File: src/clm_pkg.sv
// clm_pkg: shared widths, register codes and types of the community local-move block
// used by the channel interfaces, the register file and the top level
package clm_pkg;

   localparam int NODES_DEF  = 32;
   localparam int IDX_W      = 6;
   localparam int GAIN_W     = 32;
   localparam int SUM_W      = 48;
   localparam int RAW_W      = 16;
   localparam int MOVE_W     = 16;
   localparam int PASS_W     = 8;
   localparam int NCNT_W     = 7;
   localparam int MING_W     = 31;
   localparam int CSR_AW     = 4;
   localparam int CSR_DW     = 32;

   localparam logic [NCNT_W-1:0] NODE_COUNT_RST = 7'd32;
   localparam logic [PASS_W-1:0] MAX_PASSES_RST = 8'd10;
   localparam logic [MING_W-1:0] MIN_GAIN_RST   = '0;

   typedef enum logic [1:0] {
      CSR_NODE_COUNT = 2'd0,
      CSR_MAX_PASSES = 2'd1,
      CSR_MIN_GAIN   = 2'd2
   } csr_index_type;

   typedef struct packed {
      logic [NCNT_W-1:0] node_count;
      logic [PASS_W-1:0] max_passes;
      logic [MING_W-1:0] min_gain;
   } cfg_type;

endpackage

File: src/clm_csr.sv
// clm_csr: apb register file holding node_count, max_passes and min_gain
// depends on clm_pkg
module clm_csr (
   input  logic                         clock,
   input  logic                         reset,
   input  logic                         csr_psel,
   input  logic                         csr_penable,
   input  logic                         csr_pwrite,
   input  logic [clm_pkg::CSR_AW-1:0]   csr_paddr,
   input  logic [clm_pkg::CSR_DW-1:0]   csr_pwdata,
   output logic [clm_pkg::CSR_DW-1:0]   csr_prdata,
   output logic                         csr_pready,
   output clm_pkg::cfg_type             cfg
);
   import clm_pkg::*;

   cfg_type     cfg_ff;
   logic [1:0]  index;
   logic        wr_en;

   assign index      = csr_paddr[3:2];
   assign wr_en      = csr_psel & csr_penable & csr_pwrite;
   assign csr_pready = 1'b1;
   assign cfg        = cfg_ff;

   always_ff @(posedge clock) begin
      if (reset) begin
         cfg_ff.node_count <= NODE_COUNT_RST;
         cfg_ff.max_passes <= MAX_PASSES_RST;
         cfg_ff.min_gain   <= MIN_GAIN_RST;
      end else if (wr_en) begin
         unique case (index)
            CSR_NODE_COUNT: cfg_ff.node_count <= csr_pwdata[NCNT_W-1:0];
            CSR_MAX_PASSES: cfg_ff.max_passes <= csr_pwdata[PASS_W-1:0];
            CSR_MIN_GAIN:   cfg_ff.min_gain   <= csr_pwdata[MING_W-1:0];
            default: ;
         endcase
      end
   end

   always_comb begin
      unique case (index)
         CSR_NODE_COUNT: csr_prdata = CSR_DW'(cfg_ff.node_count);
         CSR_MAX_PASSES: csr_prdata = CSR_DW'(cfg_ff.max_passes);
         CSR_MIN_GAIN:   csr_prdata = CSR_DW'(cfg_ff.min_gain);
         default:        csr_prdata = '0;
      endcase
   end

endmodule

File: config.mk
export PLATFORM = sky130hd
export DESIGN_NAME = clm_csr
export DESIGN_NICKNAME = d
export VERILOG_FILES = /design/src/clm_pkg.sv /design/src/clm_csr.sv
export SDC_FILE = /design/constraint.sdc
export NUM_CORES = 1
export LEC_CHECK = 0
export ABC_AREA = 1
export BUFFER_PORTS_ARGS = -buffer_cell sky130_fd_sc_hd__clkbuf_2
export CAP_MARGIN = 40
export CORE_ASPECT_RATIO = 1.25
export CORE_MARGIN = 4
export CORE_UTILIZATION = 35
export DETAILED_ROUTE_END_ITERATION = 7
export GPL_TIMING_DRIVEN = 0
export PLACE_DENSITY = 0.73
export SYNTH_ARGS = -nofsm -noshare
export SYNTH_HDL_FRONTEND = slang
export SYNTH_SLANG_ARGS = --single-unit
File: constraint.sdc
create_clock -name clock -period 1.3 [get_ports clock]
set_input_delay 0.26 -clock clock [delete_from_list [all_inputs] [get_ports clock]]
set_output_delay 0.26 -clock clock [all_outputs]
set_load 0.005 [all_outputs]
Word level (Yosys, flattened, before mapping)
Index checks and enable logic that the tools add are counted.
{"block": "totals", "mem_bits_ro": 0, "mem_bits_rw": 0, "regBits": 46, "mem_count": 0, "latch_bits": 0, "inputBits": 41}
{"block": "classes", "order_cmp": 0, "n_shift": 0, "mul": 0, "mux": 1, "add_sub_neg": 0, "bitwise": 2, "div": 0, "n_reduce_logical": 4, "eq_ne": 2}
{"cell": "31-bit one-hot mux with 3 select lines", "count": 1}
{"cell": "2-bit AND reduction", "count": 3}
{"cell": "1-bit AND", "count": 2}
{"cell": "2-bit by 1-bit equality test with 1-bit output, second input constant", "count": 1}
{"cell": "2-bit equality test, second input constant", "count": 1}
{"cell": "2-bit logical NOT", "count": 1}

Depth between registers and ports, before layout
Gate-level depths: netlist of run 1.
{"block": "depth", "ltp_word": 3, "ltp_mapped": 7, "mapped_depth_nobuf": 5}

Worst setup path after synthesis of run 1
Ideal clock, no wire load.
{"block": "synth_path", "path_kind": "input port to output port", "startpoint": "in csr_paddr[2] (netlist name)", "endpoint": "out csr_prdata[0] (netlist name)", "arrival_ns": 0.884, "stages": 4, "path_slack_ns": 0.156, "n_path_buf": 1, "required_ns": 1.040, "path_cell_list": "nor2_1 clkbuf_1 nand2_1 nand3_1"}
{"block": "synth_between", "elab_chain_len": 2, "word_cells_on_any_way": 4, "cone_classes": "eq/ne: 2; mux: 1; reduce/logical: 1"}
{"element": "start: declaration", "line": "clm_csr.sv:9", "source": "input logic [clm_pkg::CSR_AW-1:0] csr_paddr,"}
{"element": "2-bit equality test (tied with other cells)", "line": "clm_csr.sv:42", "source": "unique case (index)"}
{"element": "31-bit one-hot mux with 3 select lines (*)", "line": "clm_csr.sv:42"}
{"element": "end: declaration", "line": "clm_csr.sv:11", "source": "output logic [clm_pkg::CSR_DW-1:0] csr_prdata,"}
Mark *: on every way between the ends. The rest lies on a longest branch, timed or not.

Final worst setup path of run 1
{"block": "layout_path", "startpoint": "in csr_paddr[2] (netlist name)", "endpoint": "out csr_prdata[1] (netlist name)"}
The elaborated chain is that of the path after synthesis.

==> qor.tcl, run 1 <==
set qor(first_global_vias) 2498
set qor(deepest_level_of_the_cts_h_tree) 2
set qor(synthDominantCellAreaShare) 0.4075
set qor(synth_top_family_by_area) {simple AND/OR/NAND/NOR gates}
set qor(drt-vias-per-instance) 4.458
set qor(synthToLayoutAreaGrowth_pct) 42.58
set qor(hold_class) {in2reg}
set qor(cts_sinks) 46
set qor(pin_count) 120
set qor(synth_top_area_cell) {dfxtp_1}
set qor(finalWorstPathRequiredPeriod_ns) 1.242
set qor(synth.yosys.seq_area_share) 0.4075
set qor(crit_slowest_cell) {buf_4}
set qor(ant_nets) 0
set qor(clock-skew-final_ns) 0
set qor(cts_root_buffer) {clkbuf_8}
set qor(timing.final.crit_share) 0.9555
set qor(start_util) 0.3641
set qor(report.final.slew_viol_count) 0
set qor(layout_common_cells) {112 x clkbuf_2, 111 x nor2_1, 76 x nand2_1}
set qor(hpwl_reported_at_the_end_of_detailed_placement_um) 5323
set qor(cp_max_fo) 5
set qor(synth.lib_cells_used.distinct) 13
set qor(worstSetupStartpointType) {input pin}
set qor(fin_nets) 544
set qor(yosys_warnings) 0
set qor(grt_start_max_net_pins) 15
set qor(tritoncts) {done}
set qor(final_util) 0.5192
set qor(routed_wl_um) 7043
set qor(synth.cell_area_sq_um) 2260
set qor(clock_edge_transition_at_the_registers_on_the_reported_setup_and_hold_paths_ns) 0.09
set qor(flop_and_latch_count_out_of_synthesis) 46
set qor(largest_register_ffs) 46
set qor(least_margin_pin_slew_ns) 0.6329
set qor(timing.final.setup_violations) 0
set qor(max_freq_mhz) 805.1
set qor(drc) 0
set qor(drv_cap) 0
set qor(yosys.area_share.xor_xnor) 0
set qor(worst_path_dominant_cell_family) {buffers and inverters}
set qor(synthAdderAreaFrac) 0
set qor(crit-reg2reg-launch) {cfg[44]$_SDFFE_PP1P_}
set qor(crit_arrival_ns) 0.98
set qor(antenna_found_initial) 0
set qor(r2r-end) {cfg[44]$_SDFFE_PP1P_}
set qor(outcome) {complete, no violations}
set qor(multi_input_area_sq_um) 1042
set qor(worstRegToRegCells) 2
set qor(power_per_cell_area_nw_per_um2) 991.1
set qor(cp_num_buf_inv) 4
set qor(drtPass1Iterations) 4
set qor(grt_first_pass_wirelength_um) 11540
set qor(vdd_drop_max_v) 0.0007731
set qor(postSynthAreaPerCell_sq_um) 6.026
set qor(hold_path_end) {cfg[34]$_SDFFE_PP1P_}
set qor(post_synth_inst_count) 375
set qor(syn-num-nets) 416
set qor(timing.hold.worst_path_depth) 3
set qor(n_fill_cell) 635
set qor(detailroute.via_count) 2626
set qor(floorplan.die.height_um) 97.84
set qor(horiz_die_dim_um) 79.87
set qor(iter_0_drt_violations) 138
set qor(synth_compound_gate_area_share) 0.002215
set qor(cp_cell_sequence) {clkbuf_8 -> inv_4 -> nor2_4 -> buf_4 -> nand2_1 -> nand3_1 -> clkbuf_2}
set qor(layout-drive-gt1-share) 0.3135
set qor(synthMuxAreaShare) 0
set qor(timing.critical_path.slowest_cell_delay_ns) 0.18
set qor(clock_tree.buffer_depth) 2
set qor(fp.coreArea_sq_um) 6206
set qor(globalplace.congestion) 0.8421
set qor(critPathCaptureType) {primary output}
set qor(design.die.area_sq_um) 7814
set qor(cts_hold_buffers) 0
set qor(netlist_top_cells_area) {dfxtp_1 41%, nor2_1 19%, nand2_1 13%}
set qor(grtUsageTotal) 0.1828
set qor(max_slew_margin) 0.5765
set qor(grt.overflow.total) 0
set qor(r2r_slack_ns) 0.60
set qor(rows) 32
set qor(synth_simple_gate_area_share) 0.4435
set qor(total_leakage_power_nw) 1.706
set qor(wl_per_cell_um) 11.96
set qor(most_common_cell_after_layout_fill_and_taps_aside) {clkbuf_2}
set qor(clkLatencyLatePin_ns) 0.30
set qor(timing.final.hold_violations) 0
set qor(holdCritStartpoint) {csr_pwdata[3]}
set qor(crit_type) {in2out}
set qor(power_w) 0.003193
set qor(layout.area.seq_sq_um) 924.6
set qor(port-buffer-count) 114
set qor(cts_buffers) 5
set qor(worstPathRequired_ns) 1.04
set qor(antenna_cells_inserted) 0
-- tightest hold or removal path, stage by stage --
cell	delay [ns]
clkbuf_2	0.09
nand2_1	0.05
nand3_1	0.06
-- Yosys cell counts --
| library cell | number |
|---|---|
| buf_2 | 10 |
| nand2_1 | 77 |
| nor2_1 | 113 |
| inv_2 | 3 |
| nor2_2 | 3 |
| dfxtp_1 | 46 |
| clkbuf_1 | 5 |
| nand3_1 | 54 |
| o21ai_0 | 1 |
| buf_4 | 4 |
| inv_1 | 55 |
| conb_1 | 2 |
| buf_1 | 2 |
-- layer usage --
metal	vias to the layer above	track usage	share of wire	routed length, um
li1	1361	-	-	-
met1	1141	0.2243	0.40	2849
met2	111	0.3132	0.50	3526
met3	13	0.04151	0.075	530
met4	0	0.05982	0.019	136
met5	-	0	0	0
-- timing repair --
action / CTS / global route
endpoints found under the hold margin: 0 / 0
setup buffers: 3 / 3
pin swaps: 1 / 3
endpoints found under the setup margin: 28 / 15
resized for setup: 23 / 9
gates cloned: 1 / 1
-- how the worst max path moves through the flow --
stage	depth (start not counted)	endpoint	start
after floorplan	4	csr_prdata[0]	csr_paddr[2]
after global placement	6	csr_prdata[6]	csr_paddr[2]
after detailed placement	6	csr_prdata[30]	csr_paddr[2]
after CTS	7	csr_prdata[6]	csr_paddr[3]
after global routing	7	csr_prdata[5]	csr_paddr[2]
final	7	csr_prdata[1]	csr_paddr[2]
-- cell families (layout without fill, tap and decap cells) --
kind of cell,after synthesis,after routing
AO/OA/AOI/OAI,1,1
flip-flops,46,46
other,2,2
AND/OR/NAND/NOR,247,247
buffers and inverters,79,208
-- final cells by class --
class	count	share of cell area
clock inverter	2	0.01864
multi-input combinational	250	0.3235
sequential	46	0.2870
timing repair buffer	122	0.2004
clock buffer	6	0.02563
inverter	58	0.06835
buffer	20	0.04350
tap	85	0.03301
-- power breakdown --
part           internal [W]  total, W  leakage (nW)  switching (W)
clock              0.000820   0.00131        0.0714       0.000494
sequential          0.00144   0.00146         0.373      0.0000241
combinational      0.000180  0.000416          1.26       0.000235
-- stage by stage --
stage                     area (sq um)  hold slack, ns  setup WS (ns)   TNS, ns  std cells
after floorplan                   2260          0.3861         0.1563         0        375
after global placement            2937          0.4794        -0.3511    -11.49        574
after detailed placement          2937          0.4908        -0.3348    -10.48        574
after CTS                         3181          0.1822       0.008961         0        585
after global routing              3222          0.1722       -0.02750  -0.03362        589
final                             3222          0.1923        0.05787         0        589
No activity file was read; power rests on OpenSTA's default activity.
==> run 2: changes to the inputs <==
--- a/config.mk
+++ b/config.mk
@@ -5,7 +5,7 @@
 export SDC_FILE = /design/constraint.sdc
 export NUM_CORES = 1
 export LEC_CHECK = 0
-export ABC_AREA = 1
+export ABC_AREA = 0
 export BUFFER_PORTS_ARGS = -buffer_cell sky130_fd_sc_hd__clkbuf_2
 export CAP_MARGIN = 40
 export CORE_ASPECT_RATIO = 1.25
@@ -13,7 +13,7 @@
 export CORE_UTILIZATION = 35
 export DETAILED_ROUTE_END_ITERATION = 7
 export GPL_TIMING_DRIVEN = 0
-export PLACE_DENSITY = 0.73
+export PLACE_DENSITY = 0.72
 export SYNTH_ARGS = -nofsm -noshare
 export SYNTH_HDL_FRONTEND = slang
 export SYNTH_SLANG_ARGS = --single-unit
==> qor.tcl, run 2 <==
set qor(finalNonFillerCells) 470 ;# -20%
set qor(postSynthAreaPerCell_sq_um) 9.463 ;# +57%
set qor(finish.instance_area_sq_um) 3567 ;# +11%
set qor(synth-edff-count) 0 ;# unchanged
set qor(crit_arrival_ns) 1.17 ;# +0.19 ns
set qor(crit_type) {in2out}
set qor(report.final.slew_viol_count) 0 ;# unchanged
set qor(pin_count) 120 ;# unchanged
set qor(globalplace.congestion) 0.7776 ;# -7.7%
set qor(synth.lib_cells_used.distinct) 19 ;# +6
set qor(layout-drive-gt1-share) 0.4987 ;# +0.1852
set qor(final_util) 0.5468 ;# +0.02764
set qor(max_freq_mhz) 700.1 ;# -13%
set qor(hold_class) {in2reg}
set qor(wl_per_cell_um) 14.56 ;# +22%
set qor(worstSetupStartpointType) {input pin}
set qor(crit_slowest_cell) {and2b_4}
set qor(violations_in_the_final_reports) {negative setup slack}
set qor(placedInstanceArea_sq_um) 3012 ;# +2.6%
set qor(synth.yosys.seq_area_share) 0.3940 ;# -0.01353
set qor(rows) 33 ;# +3.1%
set qor(synth_top_area_cell) {dfxtp_1}
set qor(cp_max_fo) 6 ;# +1
set qor(timing.final.crit_share) 1.099 ;# +0.1433
set qor(cp_cell_sequence) {buf_8 -> buf_6 -> and2b_4 -> buf_8 -> and2_4 -> buf_6}
set qor(n_fill_cell) 644 ;# +1.4%
set qor(finalWorstPathRequiredPeriod_ns) 1.428 ;# +0.1863 ns
set qor(hpwl_reported_at_the_end_of_detailed_placement_um) 4764 ;# -10%
set qor(start_util) 0.3583 ;# -0.005847
set qor(multi_input_area_sq_um) 1381 ;# +33%
set qor(detailroute.via_count) 2165 ;# -18%
set qor(drtPass1Iterations) 4 ;# unchanged
set qor(vdd_drop_max_v) 0.0005448 ;# -30%
set qor(netlist_top_cells_area) {dfxtp_1 39%, mux2i_1 23%, nand2b_1 20%}
set qor(grt.overflow.total) 0 ;# unchanged
set qor(layout_common_cells) {85 x clkbuf_2, 74 x nand2b_1, 53 x mux2i_1}
set qor(tritoncts) {done}
set qor(total_leakage_power_nw) 1.666 ;# -2.3%
set qor(yosys_warnings) 0 ;# unchanged
set qor(power_per_cell_area_nw_per_um2) 824.1 ;# -17%
set qor(setup_slack_ns) -0.1284 ;# -0.1863 ns
set qor(fraction_of_registers_with_async_set_reset) 0 ;# unchanged
set qor(timing.final.setup_violations) 24 ;# +24
set qor(antenna_found_initial) 0 ;# unchanged
set qor(synthDominantCellAreaShare) 0.3940 ;# -0.01353
set qor(clock-skew-final_ns) 0 ;# unchanged
set qor(timing.final.hold_violations) 0 ;# unchanged
set qor(horiz_die_dim_um) 81.09 ;# +1.5%
set qor(ant_nets) 0 ;# unchanged
set qor(port-buffer-count) 113 ;# -0.88%
set qor(outcome) {complete, but fails checks}
set qor(deepest_level_of_the_cts_h_tree) 2 ;# unchanged
set qor(first_global_vias) 2132 ;# -15%
set qor(design.die.area_sq_um) 8058 ;# +3.1%
set qor(clkLatencyLatePin_ns) 0.29 ;# about the same
set qor(worstPathRequired_ns) 1.04 ;# about the same
set qor(yosys.area_share.xor_xnor) 0 ;# unchanged
set qor(synthAdderAreaFrac) 0 ;# unchanged
set qor(largest_register_ffs) 46 ;# unchanged
set qor(synth_simple_gate_area_share) 0.3094 ;# -0.1341
set qor(clock_tree.buffer_depth) 2 ;# unchanged
set qor(fin_worst_hold_slack_ns) 0.1859 ;# -0.006487 ns
set qor(post_synth_inst_count) 247 ;# -34%
set qor(cts_root_buffer) {clkbuf_8}
set qor(grtUsageTotal) 0.1647 ;# -0.01806
set qor(antenna_cells_inserted) 0 ;# unchanged
set qor(cts_hold_buffers) 0 ;# unchanged
set qor(layout.area.seq_sq_um) 938.4 ;# +1.5%
set qor(power_w) 0.002940 ;# -7.9%
set qor(clock_edge_transition_at_the_registers_on_the_reported_setup_and_hold_paths_ns) 0.10 ;# about the same
set qor(critPathCaptureType) {primary output}
set qor(post-synth-top-count-cell) {nand2b_1}
set qor(fp.coreArea_sq_um) 6524 ;# +5.1%
set qor(synthToLayoutAreaGrowth_pct) 52.62
set qor(drt-vias-per-instance) 4.606 ;# +3.3%
set qor(cts_sinks) 46 ;# unchanged
set qor(drc) 0 ;# unchanged
set qor(dp_cells) 447 ;# -22%
set qor(timing.critical_path.slowest_cell_delay_ns) 0.33 ;# +0.15 ns
set qor(flop_and_latch_count_out_of_synthesis) 46 ;# unchanged
set qor(cts_buffers) 5 ;# unchanged
set qor(floorplan.die.height_um) 99.37 ;# +1.6%
set qor(grt_setup_unrepaired) {yes}
set qor(synth.cell_area_sq_um) 2337 ;# +3.4%
set qor(syn-num-nets) 288 ;# -31%
set qor(grt_start_max_net_pins) 17 ;# +2
set qor(iter_0_drt_violations) 27 ;# -80%
set qor(routed_wl_um) 6842 ;# -2.9%
set qor(most_common_cell_after_layout_fill_and_taps_aside) {clkbuf_2}
set qor(fin_nets) 423 ;# -22%
set qor(drv_cap) 0 ;# unchanged
set qor(synth_top_family_by_area) {simple AND/OR/NAND/NOR gates}
set qor(grt_first_pass_wirelength_um) 10380 ;# -10%
set qor(synth_compound_gate_area_share) 0.01874 ;# +0.01652
set qor(synthMuxAreaShare) 0.2270 ;# +0.2270
set qor(netlist_top_cells_count) {74 x nand2b_1, 53 x mux2i_1, 46 x dfxtp_1, 23 x and2_1, 11 x clkbuf_1}
set qor(yosys_most_used_dff) {dfxtp_1}
run 2: cell count changes after synthesis, moves of 6 or more:
cell,before,now
nor2_1,113,6
mux2i_1,0,53
nand2b_1,0,74
nand2_1,77,7
clkbuf_1,5,11
and2_1,0,23
inv_1,55,0
buf_2,10,2
o21ai_0,1,7
nand3_1,54,0
run 2: worst max-delay path, delay by kind of cell:
| family | cells | cell delay [ns] |
|---|---|---|
| buffers and inverters | 4 | 0.42 |
| and+or+nand+nor | 2 | 0.47 |
run 2: area by class of cell:
cell class / instances / area share
Sequential cell: 46 / 0.2631
Timing Repair Buffer: 129 / 0.2466
Tap cell: 87 / 0.03052
Buffer: 19 / 0.03999
Multi-Input combinational cell: 181 / 0.3872
Clock buffer: 5 / 0.01929
Clock inverter: 3 / 0.01333
run 2: timing repair:
action	4_1_cts	5_1_grt
gates cloned	2	0
setup buffers	7	8
resized for setup	35	75
setup endpoints to repair	31	31
pin swaps	5	5
run 2: kinds of logic (layout without fill, tap and decap cells):
| family | Yosys count | in the layout |
|---|---|---|
| AND/OR/NAND/NOR | 118 | 118 |
| multiplexers | 53 | 53 |
| flip-flops | 46 | 46 |
| buffers and inverters | 20 | 156 |
| AO/OA/AOI/OAI | 8 | 8 |
| other | 2 | 2 |
run 2: stage by stage:
stage	setup WS (ns)	TNS, ns
finish	-0.1284	-2.875
global route	-0.1628	-3.661
CTS	-0.1694	-3.426
detailed placement	-0.6221	-16.17
global placement	-0.6084	-15.18
floorplan	0.02296	0
run 2: worst paths after layout:
kind	from	to	slack, ns	cells after the start
setup reg to reg	cfg[1]$_SDFFE_PP0P_	cfg[1]$_SDFFE_PP0P_	0.61	3
setup / recovery	csr_paddr[2]	csr_prdata[28]	-0.13	6
hold reg to reg	cfg[6]$_SDFFE_PP0P_	cfg[6]$_SDFFE_PP0P_	0.49	2
hold / removal	csr_pwdata[27]	cfg[27]$_SDFFE_PP0P_	0.19	3
run 2: power breakdown:
group	total, W	switching [W]	internal (W)
Sequential	0.00144	0.0000144	0.00143
Clock	0.00112	0.000529	0.000587
Combinational	0.000382	0.000168	0.000214
Total	0.00294	0.000712	0.00223
run 2: per-layer routing:
layer	track usage	vias to the layer above	part of all wire
met2	0.3074	80	0.53
met1	0.1815	1013	0.39
met4	0.03381	0	0.0058
li1	-	1068	-
met3	0.04710	4	0.072
met5	0	-	0
==> run 3: changes to the inputs <==
--- a/config.mk
+++ b/config.mk
@@ -8,8 +8,7 @@
 export ABC_AREA = 0
 export BUFFER_PORTS_ARGS = -buffer_cell sky130_fd_sc_hd__clkbuf_2
 export CAP_MARGIN = 40
-export CORE_ASPECT_RATIO = 1.25
-export CORE_MARGIN = 4
+export CORE_MARGIN = 2
 export CORE_UTILIZATION = 35
 export DETAILED_ROUTE_END_ITERATION = 7
 export GPL_TIMING_DRIVEN = 0
==> qor.tcl, run 3 (synthesized netlist as in run 2, its figures left out) <==
set qor(deepest_level_of_the_cts_h_tree) 2 ;# unchanged
set qor(setup_slack_ns) -0.09404 ;# +0.03437 ns
set qor(final_util) 0.5375 ;# -0.009295
set qor(crit-reg2reg-launch) {cfg[44]$_SDFFE_PP1P_}
set qor(layout-drive-gt1-share) 0.4672 ;# -0.03150
set qor(cp_num_buf_inv) 4 ;# unchanged
set qor(total_leakage_power_nw) 1.624 ;# -2.5%
set qor(wl_per_cell_um) 14.17 ;# -2.7%
set qor(worstRegToRegCells) 3 ;# unchanged
set qor(design.die.area_sq_um) 7348 ;# -8.8%
set qor(grtUsageTotal) 0.1681 ;# +0.003396
set qor(power.share.switching) 0.2230 ;# -0.01914
set qor(cts_root_buffer) {clkbuf_8}
set qor(power_per_cell_area_nw_per_um2) 893.4 ;# +8.4%
set qor(setup.worst_path.start) {csr_paddr[2]}
set qor(cp_max_fo) 5 ;# -1
set qor(pin_count) 120 ;# unchanged
set qor(cts_buffers) 5 ;# unchanged
set qor(drc) 10 ;# +10
set qor(drtPass1Iterations) 6 ;# +2
set qor(critPathCaptureType) {primary output}
set qor(first_global_vias) 2044 ;# -4.1%
set qor(vdd_drop_max_v) 0.0004420 ;# -19%
set qor(hold_class) {in2reg}
set qor(crit_type) {in2out}
set qor(timing.final.setup_violations) 24 ;# unchanged
set qor(worstSetupEndpoint) {csr_prdata[13]}
set qor(crit_slowest_cell) {and2b_4}
set qor(antenna_found_initial) 0 ;# unchanged
set qor(max_freq_mhz) 717.3 ;# +2.5%
set qor(crit_arrival_ns) 1.13 ;# -0.04 ns
set qor(r2r_slack_ns) 0.58 ;# -0.03 ns
set qor(ant_nets) 0 ;# unchanged
set qor(dp_cells) 437 ;# -2.2%
set qor(iter_0_drt_violations) 93 ;# +240%
set qor(power_w) 0.003084 ;# +4.9%
set qor(internal-power_w) 0.002397 ;# +7.6%
set qor(clock_edge_transition_at_the_registers_on_the_reported_setup_and_hold_paths_ns) 0.10 ;# about the same
set qor(cts_sinks) 46 ;# unchanged
set qor(fin_nets) 421 ;# -0.47%
set qor(clock_power_share) 0.416 ;# +0.036
set qor(worst_path_dominant_cell_family) {simple AND/OR/NAND/NOR gates}
set qor(worstSetupStartpointType) {input pin}
set qor(hpwl_reported_at_the_end_of_detailed_placement_um) 4540 ;# -4.7%
set qor(finalWorstPathRequiredPeriod_ns) 1.394 ;# -0.03437 ns
set qor(timing.final.hold_violations) 0 ;# unchanged
set qor(port-buffer-count) 113 ;# unchanged
set qor(timing.critical_path.slowest_cell_delay_ns) 0.31 ;# -0.02 ns
set qor(r2r-end) {cfg[44]$_SDFFE_PP1P_}
set qor(start_util) 0.3639 ;# +0.005654
set qor(timing.hold.worst_path_depth) 3 ;# unchanged
set qor(rows) 29 ;# -12%
set qor(detailroute.via_count) 2134 ;# -1.4%
set qor(fin_worst_hold_slack_ns) 0.1987 ;# +0.01287 ns
set qor(report.final.slew_viol_count) 0 ;# unchanged
set qor(finalNonFillerCells) 458 ;# -2.6%
set qor(clkLatencyLatePin_ns) 0.30 ;# about the same
set qor(timing.critical_path.depth) 6 ;# unchanged
set qor(outcome) {complete, but fails checks}
set qor(globalplace.congestion) 0.7577 ;# -2.6%
set qor(tritoncts) {done}
set qor(fp.coreArea_sq_um) 6422 ;# -1.6%
set qor(timing.final.crit_share) 1.072 ;# -0.02644
set qor(drv_cap) 0 ;# unchanged
set qor(floorplan.die.height_um) 85.72 ;# -14%
set qor(clock-skew-final_ns) 0 ;# unchanged
set qor(horiz_die_dim_um) 85.72 ;# +5.7%
set qor(grt.overflow.total) 0 ;# unchanged
set qor(largest_register_ffs) 46 ;# unchanged
set qor(most_common_cell_after_layout_fill_and_taps_aside) {clkbuf_2}
set qor(worstPathRequired_ns) 1.04 ;# about the same
set qor(power.sequential.fraction) 0.467 ;# -0.023
set qor(grt_start_max_net_pins) 16 ;# -1
set qor(switching_power_w) 0.0006876 ;# -3.4%
set qor(combPwrFrac) 0.117 ;# -0.013
set qor(holdCritStartpoint) {csr_pwdata[30]}
set qor(cp_cell_sequence) {buf_8 -> buf_6 -> and2b_4 -> buf_8 -> and2_4 -> buf_6}
set qor(routed_wl_um) 6489 ;# -5.2%
set qor(grt_first_pass_wirelength_um) 9784 ;# -5.8%
set qor(antenna_cells_inserted) 0 ;# unchanged
set qor(grt_setup_unrepaired) {yes}
set qor(synthToLayoutAreaGrowth_pct) 47.70
set qor(layout_common_cells) {94 x clkbuf_2, 74 x nand2b_1, 53 x mux2i_1}
set qor(drt-vias-per-instance) 4.659 ;# +1.2%
set qor(violations_in_the_final_reports) {design-rule violations, negative setup slack}
set qor(clock_tree.buffer_depth) 2 ;# unchanged
==> run 3: cell types whose count changed in the layout (fill, tap and decap cells not counted), sizes merged <==
cell / delta
bufinv: +1
buf: -11
clkbuf: +9
clkinv: +1
inv: -2
==> run 3: through the flow <==
stage	setup WS [ns]	area [sq um]	setup TNS (ns)
final	-0.09404	3452	-2.107
after global routing	-0.1378	3452	-3.062
after CTS	-0.1452	3256	-2.919
after detailed placement	-0.6276	2999	-15.07
after global placement	-0.6271	2999	-14.42
after floorplan	0.02296	2337	0
==> run 3: repair_timing <==
item,CTS,global route
endpoints found under the setup margin,31,31
hold buffers,0,0
resized for setup,25,58
gates cloned,1,1
pin swaps,1,1
endpoints found under the hold margin,0,0
setup buffers,6,6
==> run 3: layout make-up <==
cell class	count	area [sq um]
well taps	77	96.34
plain buffers	20	153.9
multi-input cells	181	1346
clock inverters	3	68.82
repair buffers	126	779.5
clock buffers	5	68.82
flip-flops and latches	46	938.4
fillers	593	2970
==> run 3: how the worst min path moves through the flow <==
stage	slack [ns]	to
after CTS	0.19	cfg[12]$_SDFFE_PP0P_
after global placement	0.47	cfg[14]$_SDFFE_PP0P_
after global routing	0.19	cfg[26]$_SDFFE_PP0P_
after detailed placement	0.48	cfg[16]$_SDFFE_PP0P_
after floorplan	0.42	cfg[10]$_SDFFE_PP0P_
final	0.20	cfg[30]$_SDFFE_PP0P_
==> run 3: worst min-delay path, stage by stage <==
cell      delay (ns)
clkbuf_2        0.08
nand2b_1        0.06
mux2i_1         0.06
==> run 3: layer usage <==
| layer | global-route usage | share of wire | vias to the layer above |
|---|---|---|---|
| met2 | 0.2983 | 0.49 | 85 |
| met1 | 0.2020 | 0.43 | 983 |
| met5 | 0 | 0 | - |
| met4 | 0.03463 | 0.0068 | 0 |
| met3 | 0.04909 | 0.073 | 6 |
| li1 | - | - | 1060 |
==> run 3: power by group through the flow <==
stage / clock, W / combinational [W] / sequential (W)
6_report: 0.00128 / 0.000361 / 0.00144
5_1_grt: 0.00137 / 0.000393 / 0.00144
2_1_floorplan: 0 / 0.000163 / 0.00147
3_5_place_dp: 0 / 0.000299 / 0.00147
3_3_place_gp: 0 / 0.000297 / 0.00147
4_1_cts: 0.00130 / 0.000338 / 0.00144
